### src/rtl/sfr7_pkg.sv
`timescale 1ns / 1ps
`default_nettype none
// ----------------------------------------------------------------------------
// sfr7_pkg
// Shared types, register indexes and the seven-segment symbol table for the
// status frame receiver.
// ----------------------------------------------------------------------------
package sfr7_pkg;

  localparam int unsigned CFG_IDX_W = 4;
  localparam logic [CFG_IDX_W-1:0] CFG_SYNC_BYTE    = 4'd0;
  localparam logic [CFG_IDX_W-1:0] CFG_FRAME_LENGTH = 4'd1;

  localparam logic [7:0] SYNC_RESET    = 8'hA5;
  localparam logic [3:0] LEN_RESET     = 4'd5;
  localparam logic [3:0] LEN_MIN       = 4'd5;
  localparam logic [3:0] LEN_MAX       = 4'd8;
  localparam int unsigned HEAD_DEPTH   = 4;
  localparam logic [7:0] DISPLAY_MASK  = 8'h10;

  localparam int unsigned NUM_SYMBOLS  = 19;
  localparam logic [4:0] SYM_BLANK     = 5'd10;

  typedef logic [7:0] seg_table_t [NUM_SYMBOLS];

  localparam seg_table_t SEG_PATTERNS = '{
    8'h3f, 8'h06, 8'h5b, 8'h4f, 8'h66, 8'h6d, 8'h7d, 8'h07, 8'h7f, 8'h6f,
    8'h00, 8'h40, 8'h77, 8'h79, 8'h71, 8'h76, 8'h38, 8'h31, 8'h50
  };

  typedef struct packed {
    logic       frame_ok;
    logic [7:0] status_byte;
    logic [4:0] symbol_0;
    logic       dot_0;
    logic [4:0] symbol_1;
    logic       dot_1;
    logic [4:0] symbol_2;
    logic       dot_2;
    logic       bad_symbol;
  } result_t;

  // Index of the 7-bit pattern in the table; blank with known cleared if absent.
  function automatic logic [5:0] seg_lookup(input logic [7:0] pattern);
    logic [4:0] sym;
    logic       known;
    sym   = SYM_BLANK;
    known = 1'b0;
    for (int k = NUM_SYMBOLS - 1; k >= 0; k--) begin
      if (SEG_PATTERNS[k] == {1'b0, pattern[6:0]}) begin
        sym   = 5'(k);
        known = 1'b1;
      end
    end
    return {known, sym};
  endfunction

endpackage
`default_nettype wire

### src/rtl/status_frame_receiver_7seg_decode.sv
`timescale 1ns / 1ps
`default_nettype none
// ----------------------------------------------------------------------------
// status_frame_receiver_7seg_decode
// Sync-byte frame receiver with additive checksum and seven-segment decode.
// ----------------------------------------------------------------------------
// Accepts one received byte per cycle unless stalled. While hunting it waits
// for sync_byte, then collects frame_length bytes (clamped to 5..8), the last
// one being the checksum of the 8-bit sum of the others. The checksum byte
// produces one result, taken from the running-sum and head byte registers
// through the decode logic into the output register or second entry; other
// bytes produce nothing. A two-entry output buffer keeps input flowing while
// a result waits; input stalls only when both entries are full. The config
// port is always ready; write it only while the block is idle.
// ----------------------------------------------------------------------------
module status_frame_receiver_7seg_decode
  import sfr7_pkg::*;
(
  input  wire logic                 clk,
  input  wire logic                 rst_n,
  input  wire logic                 in_valid,
  output logic                      in_stall,
  input  wire logic [7:0]           in_rx_byte,
  output logic                      out_valid,
  input  wire logic                 out_stall,
  output logic                      out_frame_ok,
  output logic [7:0]                out_status_byte,
  output logic [4:0]                out_symbol_0,
  output logic                      out_dot_0,
  output logic [4:0]                out_symbol_1,
  output logic                      out_dot_1,
  output logic [4:0]                out_symbol_2,
  output logic                      out_dot_2,
  output logic                      out_bad_symbol,
  input  wire logic                 cfg_valid,
  output logic                      cfg_ready,
  input  wire logic [CFG_IDX_W-1:0] cfg_index,
  input  wire logic [7:0]           cfg_data
);

  logic [7:0] sync_r;
  logic [3:0] len_r;
  logic       receiving_r, receiving_nxt;
  logic [3:0] count_r, count_nxt;
  logic [7:0] sum_r, sum_nxt;
  logic [7:0] head_r [HEAD_DEPTH];

  logic       out_valid_r, out_valid_nxt;
  logic       skid_valid_r, skid_valid_nxt;
  result_t    out_r, skid_r, frame_res;

  logic       in_fire, out_fire, is_cksum, produce;
  logic [3:0] eff_len;

  assign cfg_ready = 1'b1;
  assign in_stall  = skid_valid_r;
  assign in_fire   = in_valid && !in_stall;
  assign out_fire  = out_valid_r && !out_stall;

  assign eff_len   = (len_r < LEN_MIN) ? LEN_MIN : ((len_r > LEN_MAX) ? LEN_MAX : len_r);
  assign is_cksum  = !((5'(count_r) + 5'd1) < 5'(eff_len));
  assign produce   = in_fire && receiving_r && is_cksum;

  sfr7_frame_decode u_decode (
    .head_0    (head_r[0]),
    .head_1    (head_r[1]),
    .head_2    (head_r[2]),
    .head_3    (head_r[3]),
    .sum_match (sum_r == in_rx_byte),
    .result    (frame_res)
  );

  always_comb begin
    receiving_nxt = receiving_r;
    count_nxt     = count_r;
    sum_nxt       = sum_r;
    if (in_fire) begin
      if (!receiving_r) begin
        if (in_rx_byte == sync_r) begin
          receiving_nxt = 1'b1;
          count_nxt     = 4'd0;
          sum_nxt       = 8'h00;
        end
      end else if (is_cksum) begin
        receiving_nxt = 1'b0;
        count_nxt     = 4'd0;
        sum_nxt       = 8'h00;
      end else begin
        count_nxt = count_r + 4'd1;
        sum_nxt   = sum_r + in_rx_byte;
      end
    end
  end

  always_comb begin
    out_valid_nxt  = out_valid_r;
    skid_valid_nxt = skid_valid_r;
    if (skid_valid_r) begin
      if (out_fire) begin
        skid_valid_nxt = 1'b0;
      end
    end else if (produce) begin
      if (!out_valid_r || out_fire) begin
        out_valid_nxt = 1'b1;
      end else begin
        skid_valid_nxt = 1'b1;
      end
    end else if (out_fire) begin
      out_valid_nxt = 1'b0;
    end
  end

  always_ff @(posedge clk) begin
    if (!rst_n) begin
      sync_r       <= SYNC_RESET;
      len_r        <= LEN_RESET;
      receiving_r  <= 1'b0;
      count_r      <= 4'd0;
      sum_r        <= 8'h00;
      out_valid_r  <= 1'b0;
      skid_valid_r <= 1'b0;
    end else begin
      if (cfg_valid && cfg_ready) begin
        case (cfg_index)
          CFG_SYNC_BYTE:    sync_r <= cfg_data;
          CFG_FRAME_LENGTH: len_r  <= cfg_data[3:0];
          default: ;
        endcase
      end
      receiving_r  <= receiving_nxt;
      count_r      <= count_nxt;
      sum_r        <= sum_nxt;
      out_valid_r  <= out_valid_nxt;
      skid_valid_r <= skid_valid_nxt;
    end
  end

  // payload: head bytes and result buffers
  always_ff @(posedge clk) begin
    if (in_fire && receiving_r && !is_cksum && (count_r < 4'(HEAD_DEPTH))) begin
      head_r[count_r[1:0]] <= in_rx_byte;
    end
    if (skid_valid_r) begin
      if (out_fire) begin
        out_r <= skid_r;
      end
    end else if (produce) begin
      if (!out_valid_r || out_fire) begin
        out_r <= frame_res;
      end else begin
        skid_r <= frame_res;
      end
    end
  end

  assign out_valid       = out_valid_r;
  assign out_frame_ok    = out_r.frame_ok;
  assign out_status_byte = out_r.status_byte;
  assign out_symbol_0    = out_r.symbol_0;
  assign out_dot_0       = out_r.dot_0;
  assign out_symbol_1    = out_r.symbol_1;
  assign out_dot_1       = out_r.dot_1;
  assign out_symbol_2    = out_r.symbol_2;
  assign out_dot_2       = out_r.dot_2;
  assign out_bad_symbol  = out_r.bad_symbol;

endmodule
`default_nettype wire

### src/rtl/sfr7_frame_decode.sv
`timescale 1ns / 1ps
`default_nettype none
// ----------------------------------------------------------------------------
// sfr7_frame_decode
// Builds the frame result from the stored head bytes and checksum verdict:
// status byte, three decoded seven-segment symbols, dots and the bad flag.
// ----------------------------------------------------------------------------
module sfr7_frame_decode
  import sfr7_pkg::*;
(
  input  wire logic [7:0] head_0,
  input  wire logic [7:0] head_1,
  input  wire logic [7:0] head_2,
  input  wire logic [7:0] head_3,
  input  wire logic       sum_match,
  output result_t         result
);

  logic [5:0] lk_0, lk_1, lk_2;
  logic       show;

  assign lk_0 = seg_lookup(head_0);
  assign lk_1 = seg_lookup(head_1);
  assign lk_2 = seg_lookup(head_2);
  assign show = sum_match && ((head_3 & DISPLAY_MASK) != 8'h00);

  always_comb begin
    result.frame_ok    = sum_match;
    result.status_byte = head_3;
    result.symbol_0    = SYM_BLANK;
    result.dot_0       = 1'b0;
    result.symbol_1    = SYM_BLANK;
    result.dot_1       = 1'b0;
    result.symbol_2    = SYM_BLANK;
    result.dot_2       = 1'b0;
    result.bad_symbol  = 1'b0;
    if (show) begin
      result.symbol_0   = lk_0[4:0];
      result.dot_0      = head_0[7];
      result.symbol_1   = lk_1[4:0];
      result.dot_1      = head_1[7];
      result.symbol_2   = lk_2[4:0];
      result.dot_2      = head_2[7];
      result.bad_symbol = !(lk_0[5] && lk_1[5] && lk_2[5]);
    end
  end

endmodule
`default_nettype wire
### config.mk
export PLATFORM = sky130hd
export DESIGN_NAME = status_frame_receiver_7seg_decode
export DESIGN_NICKNAME = d
export VERILOG_FILES = /design/src/rtl/sfr7_pkg.sv /design/src/rtl/status_frame_receiver_7seg_decode.sv /design/src/rtl/sfr7_frame_decode.sv
export SDC_FILE = /design/constraint.sdc
export NUM_CORES = 1
export LEC_CHECK = 0
export ABC_CLOCK_PERIOD_IN_PS = 5200
export CAP_MARGIN = 40
export CORE_UTILIZATION = 45
export DETAILED_ROUTE_END_ITERATION = 16
export DONT_BUFFER_PORTS = 1
export PLACE_DENSITY = 0.63
export REMOVE_ABC_BUFFERS = 1
export SETUP_SLACK_MARGIN = 0.1
export SYNTH_ARGS = -nofsm -noshare
export SYNTH_HDL_FRONTEND = slang
export SYNTH_SLANG_ARGS = --single-unit
### constraint.sdc
create_clock -name clk -period 5.2 [get_ports clk]
set_input_delay 0.26 -clock clk [delete_from_list [all_inputs] [get_ports clk]]
set_output_delay 0.26 -clock clk [all_outputs]
set_load 0.1 [all_outputs]
==> metrics <==
outcome finished, final reports clean; post-route insts no fill approximately 730; Synth cell types 85; CP arrival ~3.1 ns; CTS HTree Levels 4; Starting Density a little under half; cell breakdown of the critical path ha_1 > xor2_1 > ha_1 > or3_1 > o21ai_0 > a21oi_1 > o21ai_0 > a21boi_4 > buf_16; f_max 336 MHz; CP Launch Type register; multi-input logic area between 2000 and 3000 sq um; vias in the first global route roughly 4000; Synth Flop Type edfxtp_1; peak supply drop 198 uV; std cell rows 42; async set or reset register ratio after synthesis 0%; Yosys top cell area share a little over two fifths; worst hold-check path type input pin to register; Final Hold Fails 0; Sequential Area between 3000 and 4000 sq um; gr usage total roughly a fifth; final setup violation count 0; CTS max path bufs 2; DR WL/cell ~17 um; delay of the slowest critical-path stage 0.59 ns; Pleak between 0.002 and 0.0025 uW; Post-Route WL 12400 um; DRT Pass-1 Iters 5; fin crit share 57.3%; # DRC 0; Die Y between 100 and 150 um; DRT iter0 DRCs between 200 and 300; slew margin rel. 39.6%; Final Wtd Congestion 0.863; die area 13900 sq um; largest net degree at the start of global routing 41; RSZ-0062 raised after global routing false; Ys Warns 0; Max Cap Viol 0; Hold Slack around 0.0096 ns; Worst Path Max Fanout 20; Synth area leader edfxtp_1; cell with the most instances after synthesis edfxtp_1; fin crit period 2.98 ns; Slew @ Worst Pin around 0.90 ns; total congestion overflow 0; cells after synthesis 536; Crit. End Element register; critical path class register to register; Seq/Total Area, Yosys between 50% and 60%; post-CTS setup buffer count 0; Yosys reg bits between 100 and 150; Critical Path RT about 5.4 ns; Synth area leaders edfxtp_1, dfxtp_1, mux2_2; Mapped Avg Cell Area 11.3 sq um; Vias/cell about 5.6; number of diodes 0; core area roughly 13000 sq um; post_cts resized 0; dpl hpwl about 8100 um; CTS root buf clkbuf_16; setup_tns 0 ns; Reg clk slew, reported paths approximately 0.050 ns; Clock Latency Late Sink about 0.41 ns; via count about 4100; Top Ports 56; IO buf count 0; Area Growth Syn to Fin 15.7%; fin nets approximately 580; layout cell share with drive strength beyond 1 between 10 and 15%; cts-stage hold buffer count 14; Layout Skew roughly 0.011 ns; cts bufs inserted 17; synth cell count leaders edfxtp_1, nor2_1, nand2_1; remaining antenna violation count 0; total power ~2100 uW; Pins Over Slew Limit 0; total placed cells including tap cells just under 700; first-pass GRT wire length 20100 um; sinks on the clock net between 100 and 150; # fillers ~1100; slowest CP cell o21ai_0; PwrDens between 300 and 400 nW/um^2; initial antenna violation count 0; CTS tree done; r2r setup slk between 2 and 2.5 ns; Post-synth EDFFs 88; Post-Syn Area just over 6000 sq um; Die Span X about 120 um
[power by group]
| part | switching, uW | leakage [uW] | total (uW) | internal [uW] |
|---|---|---|---|---|
| Combinational | 22.3 | 0.00111 | 42.5 | 20.2 |
| Sequential | 1.13 | 0.000994 | 984 | 983 |
| Clock | 371 | 0.000280 | 1110 | 738 |
| Total | 394 | 0.00238 | 2140 | 1740 |
[critical path: cells and delay by family, from the launching register on]
kind | cells | cell delay (ns)
compound gates | 4 | 1.02
xor+xnor | 1 | 0.18
fa+ha+maj | 2 | 0.52
buf+inv | 1 | 0.24
flops | 1 | 0.40
simple gates | 1 | 0.34
[flip-flops by register name (all words and copies together), names as in the netlist, 4 cells and up]
| register | count |
|---|---|
| len_r | 4 |
| out_symbol_2 | 5 |
| sum_r | 8 |
| skid_r | 28 |
| out_symbol_1 | 5 |
| count_r | 4 |
| out_symbol_0 | 5 |
| sync_r | 8 |
| head_r | 32 |
| out_status_byte | 8 |
[per-stage QoR]
stage	setup slack, ns	area (sq um)	util [%]
floorplan	0.827	5840	-
global placement	2.16	6090	46.2
detailed placement	2.21	6270	47.5
CTS	2.21	6980	52.9
global route	2.03	7010	53.2
finish	2.22	7010	53.2
[cell usage in the layout (no fill, tap or decap), types with 3 or more instances in the layout]
cell type	instances
and2_1	8
a21oi_1	12
dfxtp_1	26
o2bb2ai_1	3
o21a_1	4
a31oi_1	10
buf_16	6
o211ai_1	3
clkbuf_16	18
o31ai_1	7
mux2i_1	13
and3_1	6
clkinv_2	3
nand3_1	16
a22oi_1	11
ha_1	14
mux2_2	23
o22ai_1	4
xor2_1	3
nor2b_1	19
nand3b_1	4
nor2_1	34
nor3b_1	5
or3_1	3
nor3_1	13
nand2b_1	5
edfxtp_1	88
a21boi_0	4
clkbuf_1	6
inv_1	17
nand2_1	33
nand4b_1	3
dlygate4sd3_1	15
xnor2_1	18
nor4_1	8
o21ai_0	20
clkbuf_8	3
[final cells by class]
class | count | share of cell area (%)
clock inverter | 6 | 1.12
multi-input combinational | 368 | 37.2
sequential | 115 | 45.4
clock buffer | 26 | 6.98
inverter | 17 | 0.910
timing repair buffer | 25 | 5.28
tap | 176 | 3.14
[worst paths after layout]
| path | end | cells past startpoint | from |
|---|---|---|---|
| hold / removal | count_r[0] | 1 | rst_n |
| setup reg to reg | out_symbol_2[1] | 9 | count_r[1] |
| setup / recovery | out_symbol_2[1] | 9 | count_r[1] |
| hold reg to reg | skid_r[21] | 0 | head_r[3][2] |
[cell families after synthesis]
| logic type | count (synthesis) | share of synthesized area [%] |
|---|---|---|
| XOR/XNOR | 21 | 3.04 |
| AO/OA/AOI/OAI | 106 | 12.2 |
| multiplexers | 36 | 6.42 |
| adder cells (fa/ha/maj) | 15 | 3.22 |
| flip-flops | 115 | 52.5 |
| other | 1 | 0.0619 |
| AND/OR/NAND/NOR | 189 | 17.8 |
| buffers and inverters | 53 | 4.71 |
[routing by layer]
| layer | up-vias | global-route usage, % | wire [um] |
|---|---|---|---|
| met5 | - | 0 | 0 |
| li1 | 2024 | - | - |
| met3 | 5 | 4.60 | 522 |
| met4 | 0 | 8.09 | 93 |
| met1 | 1985 | 21.9 | 5380 |
| met2 | 97 | 32.3 | 6360 |
(Power assumes the default switching activity.)
